===== src/rtl/core/log_page_record_scanner_top_macros.svh =====
// ----------------------------------------------------------------------------
// Log page record scanner assertion macros
// Short forms for the concurrent checks in the scanner top level.
// ----------------------------------------------------------------------------
`ifndef LOG_PAGE_RECORD_SCANNER_TOP_MACROS_SVH
`define LOG_PAGE_RECORD_SCANNER_TOP_MACROS_SVH

// Same-cycle implication, clocked on clk and disabled during reset.
`define LPRS_ASSERT_NOW(lbl, ante, cons) \
	lbl: assert property (@(posedge clk) disable iff (!arst_n) (ante) |-> (cons)) \
		else $error("lprs: same-cycle check failed");

// Next-cycle implication, clocked on clk and disabled during reset.
`define LPRS_ASSERT_NEXT(lbl, ante, cons) \
	lbl: assert property (@(posedge clk) disable iff (!arst_n) (ante) |=> (cons)) \
		else $error("lprs: next-cycle check failed");

`endif


===== src/rtl/core/lprs_pkg.sv =====
`timescale 1ns / 1ps
// ----------------------------------------------------------------------------
// Log page record scanner package
// Constants and the result type shared by the scanner modules.
// ----------------------------------------------------------------------------
package lprs_pkg;

	localparam logic [31:0] LOG_MAGIC = 32'h474F_4C41;
	localparam logic [15:0] CRC_POLY  = 16'h1021;
	localparam logic [15:0] CRC_INIT  = 16'hFFFF;
	localparam logic [12:0] END_START = 13'd8;
	localparam logic [12:0] END_MAX   = 13'h1FFF;
	localparam logic [8:0]  COUNT_MAX = 9'h1FF;

	typedef struct packed {
		logic        page_valid;
		logic [31:0] page_seq;
		logic [8:0]  record_count;
		logic [12:0] end_offset;
	} lprs_result_t;

endpackage


===== src/rtl/core/lprs_crc.sv =====
`timescale 1ns / 1ps
// ----------------------------------------------------------------------------
// CRC-16-CCITT byte update
// Folds one byte into the running CRC, MSB first, polynomial 0x1021.
// ----------------------------------------------------------------------------
module lprs_crc
	import lprs_pkg::*;
(
	input  logic [15:0] crc_in,
	input  logic [7:0]  data,
	output logic [15:0] crc_out
);

	always_comb begin
		logic [15:0] c;
		c = crc_in ^ {data, 8'h00};
		for (int i = 0; i < 8; i++) begin
			if (c[15]) begin
				c = {c[14:0], 1'b0} ^ CRC_POLY;
			end else begin
				c = {c[14:0], 1'b0};
			end
		end
		crc_out = c;
	end

endmodule


===== src/rtl/core/lprs_parser.sv =====
`timescale 1ns / 1ps
// ----------------------------------------------------------------------------
// Log page record parser
// Holds the scan state and works out the effect of one page byte per cycle while take is high.
// ----------------------------------------------------------------------------
module lprs_parser
	import lprs_pkg::*;
#(
	parameter int PAGE_BYTES  = 4096,
	parameter int MAX_PAYLOAD = 200
) (
	input  logic         clk,
	input  logic         arst_n,
	input  logic         take,
	input  logic [7:0]   data,
	input  logic         last,
	output lprs_result_t result
);

	localparam int PW  = $clog2(PAGE_BYTES + 1);
	localparam int GEW = (PW > 13) ? PW : 14;

	typedef enum logic [2:0] {
		PH_MAGIC,
		PH_SEQ,
		PH_HDR,
		PH_PAYLOAD,
		PH_PAD
	} phase_t;

	localparam logic [GEW:0]   PAGE_LIMIT = (GEW + 1)'(PAGE_BYTES);
	localparam logic [GEW-1:0] GEND_RESET = GEW'(8);

	phase_t         phase_q, phase_n;
	logic [1:0]     cnt_q;
	logic [23:0]    shift_q, shift_n;
	logic [31:0]    seq_q, seq_n;
	logic           magic_ok_q, magic_ok_n;
	logic [7:0]     len_q, len_n;
	logic [15:0]    crc_exp_q, crc_exp_n;
	logic [15:0]    crc_q, crc_n;
	logic [7:0]     left_q, left_n;
	logic [1:0]     pad_q, pad_n;
	logic [8:0]     recs_q, recs_n;
	logic [GEW-1:0] gend_q, gend_n;
	logic           stopped_q, stopped_n;

	logic [15:0]    crc_upd;
	logic [31:0]    field;
	logic [8:0]     hdr_total;
	logic [8:0]     cur_total;

	lprs_crc u_crc (
		.crc_in  (crc_q),
		.data    (data),
		.crc_out (crc_upd)
	);

	// The last three bytes seen plus the current one form the 32-bit field.
	assign field     = {data, shift_q};
	assign hdr_total = 9'd4 + ((9'(field[7:0]) + 9'd3) & 9'h1FC);
	assign cur_total = 9'd4 + ((9'(len_q) + 9'd3) & 9'h1FC);

	always_comb begin
		phase_n    = phase_q;
		shift_n    = shift_q;
		seq_n      = seq_q;
		magic_ok_n = magic_ok_q;
		len_n      = len_q;
		crc_exp_n  = crc_exp_q;
		crc_n      = crc_q;
		left_n     = left_q;
		pad_n      = pad_q;
		recs_n     = recs_q;
		gend_n     = gend_q;
		stopped_n  = stopped_q;
		if (!stopped_q) begin
			case (phase_q)
				PH_MAGIC: begin
					shift_n = field[31:8];
					if (cnt_q == 2'd3) begin
						if (field == LOG_MAGIC) begin
							magic_ok_n = 1'b1;
							phase_n    = PH_SEQ;
						end else begin
							stopped_n = 1'b1;
						end
					end
				end
				PH_SEQ: begin
					seq_n = seq_q | (32'(data) << {cnt_q, 3'b000});
					if (cnt_q == 2'd3) begin
						shift_n = '0;
						phase_n = PH_HDR;
					end
				end
				PH_HDR: begin
					// Records start on word boundaries, so the offset counter
					// gives the position within the header directly.
					if (cnt_q == 2'd0 && ({1'b0, gend_q} + (GEW + 1)'(4)) > PAGE_LIMIT) begin
						stopped_n = 1'b1;
					end else begin
						shift_n = field[31:8];
						if (cnt_q == 2'd3) begin
							crc_exp_n = field[31:16];
							if (field[15:0] == 16'd0 ||
							    field[15:0] > 16'(MAX_PAYLOAD) ||
							    ({1'b0, gend_q} + (GEW + 1)'(hdr_total)) > PAGE_LIMIT) begin
								stopped_n = 1'b1;
							end else begin
								len_n   = field[7:0];
								crc_n   = CRC_INIT;
								left_n  = field[7:0];
								phase_n = PH_PAYLOAD;
							end
						end
					end
				end
				PH_PAYLOAD: begin
					crc_n  = crc_upd;
					left_n = left_q - 8'd1;
					if (left_q == 8'd1) begin
						if (crc_upd != crc_exp_q) begin
							stopped_n = 1'b1;
						end else if (len_q[1:0] == 2'd0) begin
							gend_n  = gend_q + GEW'(cur_total);
							recs_n  = (recs_q == COUNT_MAX) ? recs_q : recs_q + 9'd1;
							phase_n = PH_HDR;
						end else begin
							pad_n   = 2'd0 - len_q[1:0];
							phase_n = PH_PAD;
						end
					end
				end
				PH_PAD: begin
					pad_n = pad_q - 2'd1;
					if (pad_q == 2'd1) begin
						gend_n  = gend_q + GEW'(cur_total);
						recs_n  = (recs_q == COUNT_MAX) ? recs_q : recs_q + 9'd1;
						phase_n = PH_HDR;
					end
				end
				default: begin
					stopped_n = 1'b1;
				end
			endcase
		end
	end

	always_comb begin
		result.page_valid   = magic_ok_n;
		result.page_seq     = magic_ok_n ? seq_n : 32'd0;
		result.record_count = recs_n;
		result.end_offset   = (gend_n > GEW'(END_MAX)) ? END_MAX : gend_n[12:0];
	end

	// After the final byte of a page everything returns to its reset value.
	always_ff @(posedge clk or negedge arst_n) begin
		if (!arst_n) begin
			phase_q    <= PH_MAGIC;
			cnt_q      <= 2'd0;
			shift_q    <= '0;
			seq_q      <= '0;
			magic_ok_q <= 1'b0;
			len_q      <= '0;
			crc_exp_q  <= '0;
			crc_q      <= CRC_INIT;
			left_q     <= '0;
			pad_q      <= '0;
			recs_q     <= '0;
			gend_q     <= GEND_RESET;
			stopped_q  <= 1'b0;
		end else if (take) begin
			if (last) begin
				phase_q    <= PH_MAGIC;
				cnt_q      <= 2'd0;
				shift_q    <= '0;
				seq_q      <= '0;
				magic_ok_q <= 1'b0;
				len_q      <= '0;
				crc_exp_q  <= '0;
				crc_q      <= CRC_INIT;
				left_q     <= '0;
				pad_q      <= '0;
				recs_q     <= '0;
				gend_q     <= GEND_RESET;
				stopped_q  <= 1'b0;
			end else begin
				phase_q    <= phase_n;
				cnt_q      <= cnt_q + 2'd1;
				shift_q    <= shift_n;
				seq_q      <= seq_n;
				magic_ok_q <= magic_ok_n;
				len_q      <= len_n;
				crc_exp_q  <= crc_exp_n;
				crc_q      <= crc_n;
				left_q     <= left_n;
				pad_q      <= pad_n;
				recs_q     <= recs_n;
				gend_q     <= gend_n;
				stopped_q  <= stopped_n;
			end
		end
	end

endmodule


===== src/rtl/core/log_page_record_scanner_top.sv =====
`timescale 1ns / 1ps
// The byte closing a page loads the result register as it leaves the input register.
// Throughput: one page byte per cycle unless held back; each taken byte updates the parser.
// A waiting result holds the input back only while the byte in the input register also
// closes a page.
// Reset (arst_n low, asynchronous) empties both stages and restarts the scan at offset zero.
// ----------------------------------------------------------------------------
// Log page record scanner top level
// Input register, byte parser and result register with valid/ready handshakes.
// ----------------------------------------------------------------------------
`include "log_page_record_scanner_top_macros.svh"
module log_page_record_scanner_top
	import lprs_pkg::*;
#(
	parameter int PAGE_BYTES  = 4096,
	parameter int MAX_PAYLOAD = 200
) (
	input  logic        clk,
	input  logic        arst_n,
	input  logic        in_valid,
	output logic        in_ready,
	input  logic [7:0]  page_byte,
	input  logic        page_last,
	output logic        out_valid,
	input  logic        out_ready,
	output logic        page_valid,
	output logic [31:0] page_seq,
	output logic [8:0]  record_count,
	output logic [12:0] end_offset
);

	logic         valid_s1;
	logic [7:0]   byte_s1;
	logic         last_s1;
	logic         advance_s1;
	logic         hold_s1;
	logic         load_s2;
	logic         valid_s2;
	logic         empty_res;
	lprs_result_t res;
	lprs_result_t res_s2;

	// A byte that closes the page needs the result register empty or being read out.
	assign advance_s1 = valid_s1 && (!last_s1 || !valid_s2 || out_ready);
	assign in_ready   = !valid_s1 || advance_s1;
	assign load_s2    = advance_s1 && last_s1;
	assign hold_s1    = valid_s1 && !advance_s1;

	always_ff @(posedge clk or negedge arst_n) begin
		if (!arst_n) begin
			valid_s1 <= 1'b0;
		end else if (in_ready) begin
			valid_s1 <= in_valid;
		end
	end

	always_ff @(posedge clk) begin
		if (in_ready && in_valid) begin
			byte_s1 <= page_byte;
			last_s1 <= page_last;
		end
	end

	lprs_parser #(
		.PAGE_BYTES  (PAGE_BYTES),
		.MAX_PAYLOAD (MAX_PAYLOAD)
	) u_parser (
		.clk    (clk),
		.arst_n (arst_n),
		.take   (advance_s1),
		.data   (byte_s1),
		.last   (last_s1),
		.result (res)
	);

	always_ff @(posedge clk or negedge arst_n) begin
		if (!arst_n) begin
			valid_s2 <= 1'b0;
		end else if (load_s2) begin
			valid_s2 <= 1'b1;
		end else if (out_ready) begin
			valid_s2 <= 1'b0;
		end
	end

	always_ff @(posedge clk) begin
		if (load_s2) begin
			res_s2 <= res;
		end
	end

	assign out_valid    = valid_s2;
	assign page_valid   = res_s2.page_valid;
	assign page_seq     = res_s2.page_seq;
	assign record_count = res_s2.record_count;
	assign end_offset   = res_s2.end_offset;

	assign empty_res = (page_seq == 32'd0) && (record_count == 9'd0) && (end_offset == END_START);

	`LPRS_ASSERT_NEXT(a_last_gives_result, load_s2, valid_s2)
	`LPRS_ASSERT_NEXT(a_stalled_byte_held, hold_s1, valid_s1 && $stable({last_s1, byte_s1}))
	`LPRS_ASSERT_NOW(a_bad_magic_empty, valid_s2 && !page_valid, empty_res)
	`LPRS_ASSERT_NOW(a_no_records_at_start, valid_s2 && record_count == 9'd0, end_offset == END_START)

endmodule


===== config.mk =====
export PLATFORM = sky130hd
export DESIGN_NAME = log_page_record_scanner_top
export DESIGN_NICKNAME = d
export VERILOG_FILES = /design/src/rtl/core/lprs_pkg.sv /design/src/rtl/core/lprs_crc.sv /design/src/rtl/core/lprs_parser.sv /design/src/rtl/core/log_page_record_scanner_top.sv
export VERILOG_INCLUDE_DIRS = /design/src /design/src/rtl/core
export SDC_FILE = /design/constraint.sdc
export NUM_CORES = 1
export LEC_CHECK = 0
export BUFFER_PORTS_ARGS = -buffer_cell sky130_fd_sc_hd__buf_2
export CELL_PAD_IN_SITES_DETAIL_PLACEMENT = 1
export CELL_PAD_IN_SITES_GLOBAL_PLACEMENT = 1
export CORE_MARGIN = 2
export CORE_UTILIZATION = 45
export CTS_BUF_LIST = sky130_fd_sc_hd__clkbuf_4 sky130_fd_sc_hd__clkbuf_8
export DETAILED_ROUTE_END_ITERATION = 10
export HOLD_SLACK_MARGIN = 0.1
export PLACE_DENSITY_LB_ADDON = 0.1
export RECOVER_POWER = 50
export SLEW_MARGIN = 20
export SYNTH_ARGS = -nofsm -noshare
export SYNTH_HDL_FRONTEND = slang
export SYNTH_SLANG_ARGS = --single-unit

===== constraint.sdc =====
create_clock -name clk -period 4.6 [get_ports clk]
set_input_delay 0 -clock clk [delete_from_list [all_inputs] [get_ports clk]]
set_output_delay 0 -clock clk [all_outputs]
set_load 0.01 [all_outputs]

== Yosys cells after proc, flatten, opt, wreduce, memory -nomap -nowiden ==
Cells that the tools add are included.
Storage, ports and cells
  register bits after elaboration: 202
  input port bits: 13
  word-level logic and storage cells: 189
Operators by class
  add/sub/neg operators: 12
  order comparisons: 4
  eq/ne operators: 23
  shift-type cells: 1
  multiplexer cells: 88
  bitwise operators: 10
  reductions and logical operators: 30
Operator list (number)
  16-bit 2-to-1 mux: 10
  13-bit 2-to-1 mux: 8
  24-bit 2-to-1 mux: 4
  32-bit 2-to-1 mux: 3
  14-bit 2-to-1 mux: 6
  24-bit case mux with 3 select lines: 1
  8-bit 2-to-1 mux: 8
  9-bit 2-to-1 mux: 7
  3-bit 2-to-1 mux: 12
  32-bit by 31-bit equality test with 1-bit output (second input constant): 1
  32-bit bitwise OR: 1
  16-bit case mux with 2 select lines: 1
  8-bit by 5-bit left shift with 32-bit output: 1
  15-bit by 13-bit greater-than comparator with 1-bit output (second input constant): 2
  14-bit case mux with 2 select lines: 1
  3-bit inverter: 8
  3-bit by 9-bit adder with 9-bit output (first input constant): 2
  8-bit by 2-bit adder with 9-bit output (second input constant): 2
  3-bit by 2-bit inequality test with 1-bit output (second input constant): 6
  9-bit case mux with 2 select lines: 1
  6-bit AND reduction: 3
  16-bit by 8-bit greater-than comparator with 1-bit output (second input constant): 1
  16-bit logical NOT: 1
  1-bit 2-to-1 mux: 16
  37 further kinds: 62

== Depth between registers and ports, before layout ==
Gate-level depths: netlist of run 1.
  depth after elaboration: 23
  depth in mapped cells: 20

== Cells and area by module ==
Synthesis of run 1 repeated with hierarchy kept, for this count alone.
Second synthesis, totals
  cell total of the unflattened synthesis: 1137
  area, all modules: 11089.4 um2
Modules (own cells, without submodules)
  lprs_parser: times used 1, cells an instance 1038, area an instance 8665.8 um2
  log_page_record_scanner_top: times used 1, cells an instance 74, area an instance 2028.2 um2
  lprs_crc: times used 1, cells an instance 25, area an instance 395.4 um2

== Least setup slack after synthesis of run 1 ==
No wires, ideal clock.
  kind: register -> register
  start: register u_parser.shift_q[1]
  end: register u_parser.len_q[2]
  arrival: 3.936 ns
  required time: 4.475 ns
  path slack: 0.540 ns
  cell stages (with the launch flop): 17
  path buffers: 1
  clock period less this slack: 4.060 ns
  cell sequence: dfrtp_1 -> or2_1 -> buf_2 -> xor2_1 -> ha_1 -> maj3_1 -> and4_1 -> ha_1 -> a211oi_1 -> o211ai_1 -> a211o_1 -> nor3_1 -> a32oi_1 -> a2111oi_0 -> nor2_1 -> nor2_4 -> mux2_2
Between the ends
  word-level cells in the longest chain between the ends: 7
  elaborated cells between the ends (all ways): 10
  classes of those cells: add/sub (3); order compare (2); eq/ne (1); reduce/logical (4)
RTL lines
  start, declared: line lprs_parser.sv:36  | logic [23:0] shift_q, shift_n;
  start signal, assigned: line lprs_parser.sv:191  | shift_q <= shift_n;
  8-bit by 2-bit adder with 9-bit output: line lprs_parser.sv:61  | assign hdr_total = 9'd4 + ((9'(field[7:0]) + 9'd3) & 9'h1FC);
  3-bit by 9-bit adder with 9-bit output: line lprs_parser.sv:61
  14-bit by 9-bit adder with 15-bit output: line lprs_parser.sv:108  | ({1'b0, gend_q} + (GEW + 1)'(hdr_total)) > PAGE_LIMIT) begin
  15-bit by 13-bit greater-than comparator with 1-bit output: line lprs_parser.sv:108
  1-bit logical OR (*): line lprs_parser.sv:107  | field[15:0] > 16'(MAX_PAYLOAD) ||
  2-bit inequality test (no source line) (*)
  6-bit AND reduction (no source line) (*)
  end signal, assigned: line lprs_parser.sv:194  | len_q <= len_n;
  end, declared: line lprs_parser.sv:39  | logic [7:0] len_q, len_n;
Mark *: on every way between the ends. The rest lies on a longest branch, timed or not.
A chain may end at the register's enable or synchronous reset.

== Final worst setup path of run 1 ==
  start: register u_parser.shift_q[1]
  end: register u_parser.len_q[4]
The elaborated chain is that of the path after synthesis.

==> flow_summary.ini, run 1 <==
[synthesis]
yosysSeqAreaShare = 0.501
synth_top_family_by_area = simple AND/OR/NAND/NOR gates
synth_mux_area_frac = 0.0140
synthXorXnorAreaFrac = 0.0716
synth_fp_nets = 1154
synthFlopType = dfrtp_1
avgSynthCellArea_sq_um = 9.51
synth_area_sq_um = 10600
yosysWarnings = 0
synth_adder_area_share = 0.0330
netlist_instances = 1115
synth-seq-cells = 199
synth-simple-area-share = 0.186
synth_edf_count = 63
synth_cell_type_count = 78
postSynth.asyncResetShare = 0.683
synth-compound-area-share = 0.159

[status]
violations = max-capacitance violations, max-slew violations
status = finished, violations left

[cells_and_area]
layout.cells.non_filler = 1517
fin_area_sq_um = 11800
final_core_util = 0.507
diodes = 0
mostFrequentLayoutCells = 172 x nand2_1, 121 x nor2_1, 120 x a21oi_1, 119 x dfrtp_1, 66 x o21ai_0
area_growth_pct = 11.6
final_common_cell = nand2_1
drive_above_1_share = 0.0952
fin_nets = 1224

[global_route]
grt_pass1_wl_microns = 48400
grt_usage = 0.254
antenna_found_initial = 0
grt_overflow = 0
first_global_vias = 8723
grt_max_degree = 85

[timing]
finClkSkew_ns = 0.0229
fin_ws_ns = 0.331
hold_violations = 0
post-route-period-util = 0.928
fin_tns_setup_ns = 0
worst_pin_slew_ns = 2.29
holdWs_ns = 0.223
rsz0062_at_grt = false
min_period_ns = 4.27
relSlewSlack = -0.528
maxSlewViolCount = 115
fmaxAchievable_mhz = 234
setup_viol = 0

[floorplanning]
initial_core_util = 0.455
coreArea_sq_um = 23300
pin_count = 70
die_area_sq_um = 24800
die-height_microns = 158
dieWidth_microns = 158
rows = 56

[clock_network]
clock-sinks = 199
cts_setup_buffers = 0
cts_buffer_depth = 2
cts_made_buffers = 17
cts_root_buffer = clkbuf_8
cts_tree = built
h-tree-depth = 4
cts.clk_slew.worst_paths_ns = 0.13
clk_latency_ns = 0.50

[worst_setup_path]
crit_slowest_cell = dfrtp_1
worst-path-max-fanout = 8
crit_family = compound AO/OA/AOI/OAI gates
critPathRequiredTime_ns = 4.98
critPathArrivalTime_ns = 4.65
path_cells = or2_1 > nand2_1 > xnor2_1 > ha_1 > maj3_1 > and4_1 > ha_1 > a211oi_1 > o211ai_1 > a211o_1 > nor3_1 > a32oi_1 > a2111oi_2 > nor2_1 > nor2_4 > mux2_2
critical_path_class = reg2reg
end_kind = flop
startpoint_type = flop
slowest_delay_ns = 0.40
path_buf_inv = 0
critPathMostFrequentCell = ha_1

[placed_design]
placed_area_sq_um = 11300
dpl.hpwl_microns = 20500
io_buffers = 69
dpl_worst_slack_ns = 0.107
gp_congestion = 0.835
placed_cells = 1472

[detailed_routing]
wl_per_cell_microns = 19.8
post_drt_via_cell_ratio = 5.65
dr_total_vias = 8567
dr.pass1.iters = 5
routed_wl_microns = 30100
drt_drc_violations_left = 0
ant_nets = 0
drt_iter0_markers = 489

[power_and_ir_drop]
finalPower_mw = 6.24
power_density_nw_per_um2 = 527
peakVddDrop_v = 0.000293
leakage_nw = 5.05

[job]
maxCapViolCount = 2

[hold_path]
hold_path_class = in2reg
## Yosys cell counts, types with 4 or more instances
library cell	instances	area share
and3_1	11	0.0065
nand2_1	172	0.061
nand4_1	8	0.0047
edfxtp_1	63	0.18
a31oi_1	10	0.0059
xnor3_1	7	0.015
or3_1	4	0.0024
o31ai_1	11	0.0078
nand3_1	41	0.019
and2_1	13	0.0077
and4_1	5	0.0041
inv_1	26	0.0092
nor3_1	15	0.0071
ha_1	24	0.028
buf_2	6	0.0028
o221ai_1	5	0.0041
nor4_1	9	0.0053
a21o_1	13	0.0092
xnor2_1	36	0.030
o21ai_0	65	0.031
dfrtp_1	119	0.28
dfstp_2	17	0.042
xor2_1	20	0.017
a211oi_1	5	0.0035
nor2_1	121	0.043
nand2b_1	4	0.0024
mux2_2	7	0.0074
clkbuf_1	51	0.018
nor2b_1	13	0.0077
o211ai_1	11	0.0078
mux2i_1	7	0.0066
a21oi_1	120	0.057
## routing by layer
layer	wire, microns	global-route usage	part of all wire	vias to the layer above
li1	-	-	-	4056
met1	13600	0.342	0.45	4324
met2	15000	0.426	0.50	150
met3	955	0.0419	0.032	37
met4	539	0.0654	0.018	0
met5	0	0	0	-
## flip-flops by register name, indices dropped and copies added, names as in the netlist, 3 cells and up
signal and flops:
record_count 9, u_parser.shift_q 24, u_parser.seq_q 32, u_parser.left_q 8, u_parser.recs_q 9, u_parser.len_q 8
u_parser.phase_q 3, page_seq 32, u_parser.crc_exp_q 16, u_parser.crc_q 16, end_offset 12, u_parser.gend_q 12
byte_s1 8
## what timing repair did
action / CTS / global route
gates resized for setup: 0 / 2
endpoints found under the hold margin: 103 / 0
hold buffers: 13 / 0
setup endpoints to repair: 0 / 8
## cell type report
type | instances | area (sq um)
tap | 319 | 399
clock inverter | 15 | 223
sequential | 199 | 5320
clock buffer | 17 | 234
inverter | 28 | 106
timing repair buffer | 114 | 633
fill | 2738 | 11500
multi-input combinational | 825 | 4930
## worst register-to-register path: stages, from the launching register on
cell and delay [ns]:
dfrtp_1 0.40, or2_1 0.29, nand2_1 0.10, xnor2_1 0.07
ha_1 0.23, maj3_1 0.37, and4_1 0.24, ha_1 0.33
a211oi_1 0.29, o211ai_1 0.13, a211o_1 0.28, nor3_1 0.12
a32oi_1 0.17, a2111oi_2 0.40, nor2_1 0.12, nor2_4 0.26
mux2_2 0.38
## logic make-up after synthesis
logic type / Yosys count
DFF: 199
buffers and inverters: 91
muxes: 14
and+or+nand+nor: 435
AOI/OAI and AO/OA: 281
xor gates and xnor gates: 68
adders and majority gates: 27
## path summary, 6_finish.rpt
kind | startpoint | to | slack (ns) | cells after the start
max | u_parser.shift_q[1] | u_parser.len_q[4] | 0.33 | 16
min | page_byte[5] | byte_s1[5] | 0.22 | 2
max reg2reg | u_parser.shift_q[1] | u_parser.len_q[4] | 0.33 | 16
min reg2reg | u_parser.crc_q[9] | u_parser.crc_q[9] | 0.50 | 2
max in group asynchronous | arst_n | u_parser.crc_exp_q[14] | 1.48 | 3
min in group asynchronous | arst_n | u_parser.crc_exp_q[9] | 0.70 | 2
## where the power goes
part | internal (mW) | leakage [nW] | switching [mW]
clock network | 0.451 | 0.224 | 0.802
registers | 2.24 | 2.41 | 0.377
logic | 0.968 | 2.41 | 1.41
total | 3.66 | 5.05 | 2.59
(Power assumes the default switching activity.)
==> run 2, diff against run 1 <==
CORE_UTILIZATION = 49   (was 45)
==> flow_summary.ini, run 2 (synthesized netlist as in run 1, its figures left out) <==
[worst_setup_path]
worst-path-max-fanout = 8
slowest_delay_ns = 0.43
startpoint_type = flop
critical_path_class = reg2reg
critPathArrivalTime_ns = 4.67
end_kind = flop
critPathRequiredTime_ns = 5.00
critPathMostFrequentCell = ha_1
crit_slowest_cell = dfrtp_1
path_buf_inv = 0
crit_family = compound AO/OA/AOI/OAI gates
path_cells = or2_1 > nand2_1 > xnor2_1 > ha_1 > maj3_1 > and4_1 > ha_1 > a211oi_2 > o211ai_1 > a211o_1 > nor3_1 > a32oi_1 > a2111oi_2 > nor2_1 > nor2_4 > mux2_2

[cells_and_area]
diodes = 0
area_growth_pct = 11.3
final_common_cell = nand2_1
mostFrequentLayoutCells = 172 x nand2_1, 121 x nor2_1, 120 x a21oi_1, 119 x dfrtp_1, 66 x o21ai_0
final_core_util = 0.558
fin_nets = 1227
drive_above_1_share = 0.0949

[timing]
fin_tns_setup_ns = 0
hold_violations = 0
setup_viol = 0
finClkSkew_ns = 0.0152
worst_pin_slew_ns = 2.56
rsz0062_at_grt = false
maxSlewViolCount = 168
min_period_ns = 4.28
post-route-period-util = 0.930
relSlewSlack = -0.704
fmaxAchievable_mhz = 234

[detailed_routing]
drt_drc_violations_left = 0
dr_total_vias = 8675
routed_wl_microns = 30400
ant_nets = 0
dr.pass1.iters = 5
post_drt_via_cell_ratio = 5.88
drt_iter0_markers = 495
wl_per_cell_microns = 20.6

[global_route]
grt_max_degree = 88
grt_overflow = 0
grt_pass1_wl_microns = 49000
antenna_found_initial = 0
first_global_vias = 8992
grt_usage = 0.278

[clock_network]
h-tree-depth = 4
cts_made_buffers = 17
cts.clk_slew.worst_paths_ns = 0.12
clk_latency_ns = 0.51
cts_buffer_depth = 2
cts_root_buffer = clkbuf_8
cts_tree = built
clock-sinks = 199

[power_and_ir_drop]
peakVddDrop_v = 0.000265
power_density_nw_per_um2 = 537
leakage_nw = 5.05

[floorplanning]
die-height_microns = 151
rows = 53
dieWidth_microns = 151
die_area_sq_um = 22800
pin_count = 70
coreArea_sq_um = 21200
initial_core_util = 0.501

[placed_design]
dpl.hpwl_microns = 20500
io_buffers = 69
gp_congestion = 0.905

[status]
violations = max-capacitance violations, max-slew violations
status = finished, violations left

[job]
maxCapViolCount = 4

[hold_path]
hold_path_class = in2reg
run 2: changes by cell type in the layout (fill, tap and decap cells not counted):
cell | previous run | this run
clkbuf_1 | 60 | 64
inv_12 | 5 | 3
a211oi_1 | 5 | 4
a211oi_2 | 0 | 1
clkbuf_2 | 2 | 1
clkinv_8 | 5 | 6
inv_16 | 1 | 2
inv_6 | 2 | 3
inv_8 | 2 | 1
nand2_2 | 1 | 0
nand2_4 | 0 | 1
run 2: repair_timing:
| item | 4_1_cts | 5_1_grt |
|---|---|---|
| endpoints found under the setup margin | 0 | 22 |
| setup buffers | 0 | 2 |
| endpoints found under the hold margin | 140 | 0 |
| hold buffers | 14 | 0 |
| resized for setup | 0 | 4 |
run 2: power by group:
| part | leakage (nW) | switching, mW | internal, mW |
|---|---|---|---|
| registers | 2.41 | 0.392 | 2.24 |
| logic | 2.42 | 1.44 | 1.00 |
| clock network | 0.225 | 0.821 | 0.449 |
| total | 5.05 | 2.66 | 3.69 |
run 2: layout make-up:
type                       count  area [sq um]
fill                        2447          9350
inverter                      28           106
multi-input combinational    825          4940
tap                          275           344
clock inverter                15           224
timing repair buffer         117           643
clock buffer                  17           234
sequential                   199          5320
run 2: worst register-to-register path: stages (launching register included):
cell and delay [ns]:
dfrtp_1 0.43, or2_1 0.31, nand2_1 0.10, xnor2_1 0.06, ha_1 0.23, maj3_1 0.37
and4_1 0.22, ha_1 0.33, a211oi_2 0.26, o211ai_1 0.12, a211o_1 0.28, nor3_1 0.14
a32oi_1 0.17, a2111oi_2 0.37, nor2_1 0.13, nor2_4 0.27, mux2_2 0.38
run 2: path summary, 6_finish.rpt:
check / startpoint / endpoint / slack (ns) / depth (start not counted)
max in group asynchronous: arst_n / u_parser.crc_exp_q[5] / 1.40 / 4
worst max-delay path: u_parser.shift_q[1] / u_parser.len_q[7] / 0.32 / 16
worst max register to register: u_parser.shift_q[1] / u_parser.len_q[7] / 0.32 / 16
worst min register to register: u_parser.crc_q[9] / u_parser.crc_q[9] / 0.50 / 2
min in group asynchronous: arst_n / u_parser.gend_q[3] / 0.77 / 3
worst min-delay path: page_byte[0] / byte_s1[0] / 0.21 / 2
run 2: per-stage QoR:
stage / total power, mW / worst slack, ns / hold slack, ns / instances / cell area [sq um]
final: 6.34 / 0.323 / 0.215 / 1476 / 11800
after global routing: 6.74 / 0.0390 / 0.206 / 1476 / 11800
after CTS: 6.35 / 0.0418 / 0.192 / 1474 / 11900
after global placement: 4.95 / 0.291 / -0.103 / 1428 / 11300
after floorplan: 4.31 / 0.540 / -0.296 / 1115 / 10600
after detailed placement: 5.05 / 0.0593 / -0.0966 / 1428 / 11300
run 2: layer usage:
layer,share of wire,track usage,vias up
met5,0,0,-
met4,0.019,0.0752,0
met3,0.037,0.0431,46
met2,0.50,0.480,185
met1,0.44,0.367,4376
li1,-,-,4068
==> run 3, diff against run 2 <==
CORE_UTILIZATION = 48   (was 49)
CTS_BUF_LIST = unset   (was sky130_fd_sc_hd__clkbuf_4 sky130_fd_sc_hd__clkbuf_8)
==> flow_summary.ini, run 3 (synthesized netlist as in run 1, its figures left out) <==
[placed_design]
io_buffers = 69
gp_congestion = 0.838
dpl.hpwl_microns = 21000

[worst_setup_path]
end_kind = flop
critical_path_class = reg2reg
critPathMostFrequentCell = ha_1
startpoint_type = flop
path_cells = or2_1 > nand2_1 > xnor2_1 > ha_1 > maj3_1 > and4_1 > ha_1 > a211oi_2 > o211ai_1 > a211o_1 > nor3_1 > a32oi_1 > a2111oi_2 > nor2_1 > nor2_4 > mux2_2
path_buf_inv = 0
crit_family = simple AND/OR/NAND/NOR gates
crit_slowest_cell = dfrtp_1
reg2reg_slack_ns = 0.27
critPathArrivalTime_ns = 4.67
critPathRequiredTime_ns = 4.94
worst-path-max-fanout = 8
slowest_delay_ns = 0.41

[timing]
relSlewSlack = -0.319
worst_pin_slew_ns = 1.98
fmaxAchievable_mhz = 231
post-route-period-util = 0.942
fin_tns_setup_ns = 0
finClkSkew_ns = 0.0126
min_period_ns = 4.33
rsz0062_at_grt = false
setup_viol = 0
maxSlewViolCount = 119
hold_violations = 0

[cells_and_area]
diodes = 0
drive_above_1_share = 0.0973
fin_nets = 1228
final_common_cell = nand2_1
area_growth_pct = 13.3
mostFrequentLayoutCells = 172 x nand2_1, 121 x nor2_1, 120 x a21oi_1, 119 x dfrtp_1, 66 x o21ai_0

[clock_network]
cts_buffer_depth = 2
cts_tree = built
cts_made_buffers = 17
cts_root_buffer = clkbuf_16
cts.clk_slew.worst_paths_ns = 0.09
clk_latency_ns = 0.45
h-tree-depth = 4
clock-sinks = 199

[detailed_routing]
dr_total_vias = 8776
drt_drc_violations_left = 0
dr.pass1.iters = 5
ant_nets = 0
post_drt_via_cell_ratio = 5.92
wl_per_cell_microns = 21.0
drt_iter0_markers = 539
routed_wl_microns = 31100

[status]
status = finished, violations left
violations = max-capacitance violations, max-slew violations

[global_route]
grt_pass1_wl_microns = 50800
first_global_vias = 9256
antenna_found_initial = 0
grt_usage = 0.274
grt_max_degree = 54
grt_overflow = 0

[power_and_ir_drop]
power_density_nw_per_um2 = 556
peakVddDrop_v = 0.000312
leakage_nw = 5.15
finalPower_mw = 6.68

[floorplanning]
initial_core_util = 0.488
coreArea_sq_um = 21800
pin_count = 70
die-height_microns = 153
rows = 54
die_area_sq_um = 23300
dieWidth_microns = 153

[hold_path]
hold_path_class = in2reg

[job]
maxCapViolCount = 4
[run 3: area by class of cell]
type	instances	area, sq um
Fill cell	2485	9740
Sequential cell	199	5320
Clock buffer	17	425
Tap cell	280	350
Multi-Input combinational cell	825	4940
Inverter	28	106
Clock inverter	15	220
Timing Repair Buffer	118	658
[run 3: stage by stage]
| stage | utilization | cells | setup slack, ns | hold slack (ns) | area [sq um] |
|---|---|---|---|---|---|
| final | 0.553 | 1482 | 0.266 | 0.271 | 12000 |
| after global routing | 0.553 | 1482 | 0.0287 | 0.262 | 12000 |
| after CTS | 0.556 | 1480 | 0.0980 | 0.247 | 12100 |
| after detailed placement | 0.519 | 1433 | 0.00996 | -0.00409 | 11300 |
| after global placement | 0.519 | 1433 | 0.296 | -0.00959 | 11300 |
| after floorplan | - | 1115 | 0.540 | -0.296 | 10600 |
[run 3: timing repair]
| item | in CTS | in global routing |
|---|---|---|
| pin swaps | 0 | 1 |
| hold buffers | 15 | 0 |
| resized for setup | 1 | 3 |
| gates cloned | 0 | 0 |
| buffers inserted | 0 | 2 |
| setup endpoints to repair | 6 | 16 |
| endpoints found under the hold margin | 61 | 0 |
[run 3: where the power goes]
group	leakage, nW	switching [mW]	total (mW)	internal, mW
combinational	2.43	1.44	2.42	0.979
clock	0.312	0.866	1.64	0.772
sequential	2.41	0.392	2.63	2.24
[run 3: worst paths after layout]
check                                       from               endpoint  cells after the start
max                          u_parser.shift_q[0]      u_parser.len_q[5]                     16
min                                 page_byte[5]             byte_s1[5]                      2
min reg2reg                u_parser.crc_exp_q[4]  u_parser.crc_exp_q[4]                      2
max in group asynchronous                 arst_n    u_parser.shift_q[8]                      4
max reg2reg                  u_parser.shift_q[0]      u_parser.len_q[5]                     16
min in group asynchronous                 arst_n     u_parser.gend_q[6]                      3
[run 3: worst register-to-register path: cells and delay by family (launching register included)]
family / cells / cell delay [ns]
xor gates and xnor gates: 1 / 0.07
muxes: 1 / 0.38
DFF: 1 / 0.41
adders and majority gates: 3 / 0.94
AOI/OAI and AO/OA: 5 / 1.21
and+or+nand+nor: 6 / 1.21
[run 3: layer usage]
metal,up-vias,track usage,part of all wire
met4,0,0.0838,0.021
li1,4065,-,-
met5,-,0,0
met1,4436,0.360,0.44
met2,227,0.475,0.50
met3,48,0.0356,0.037
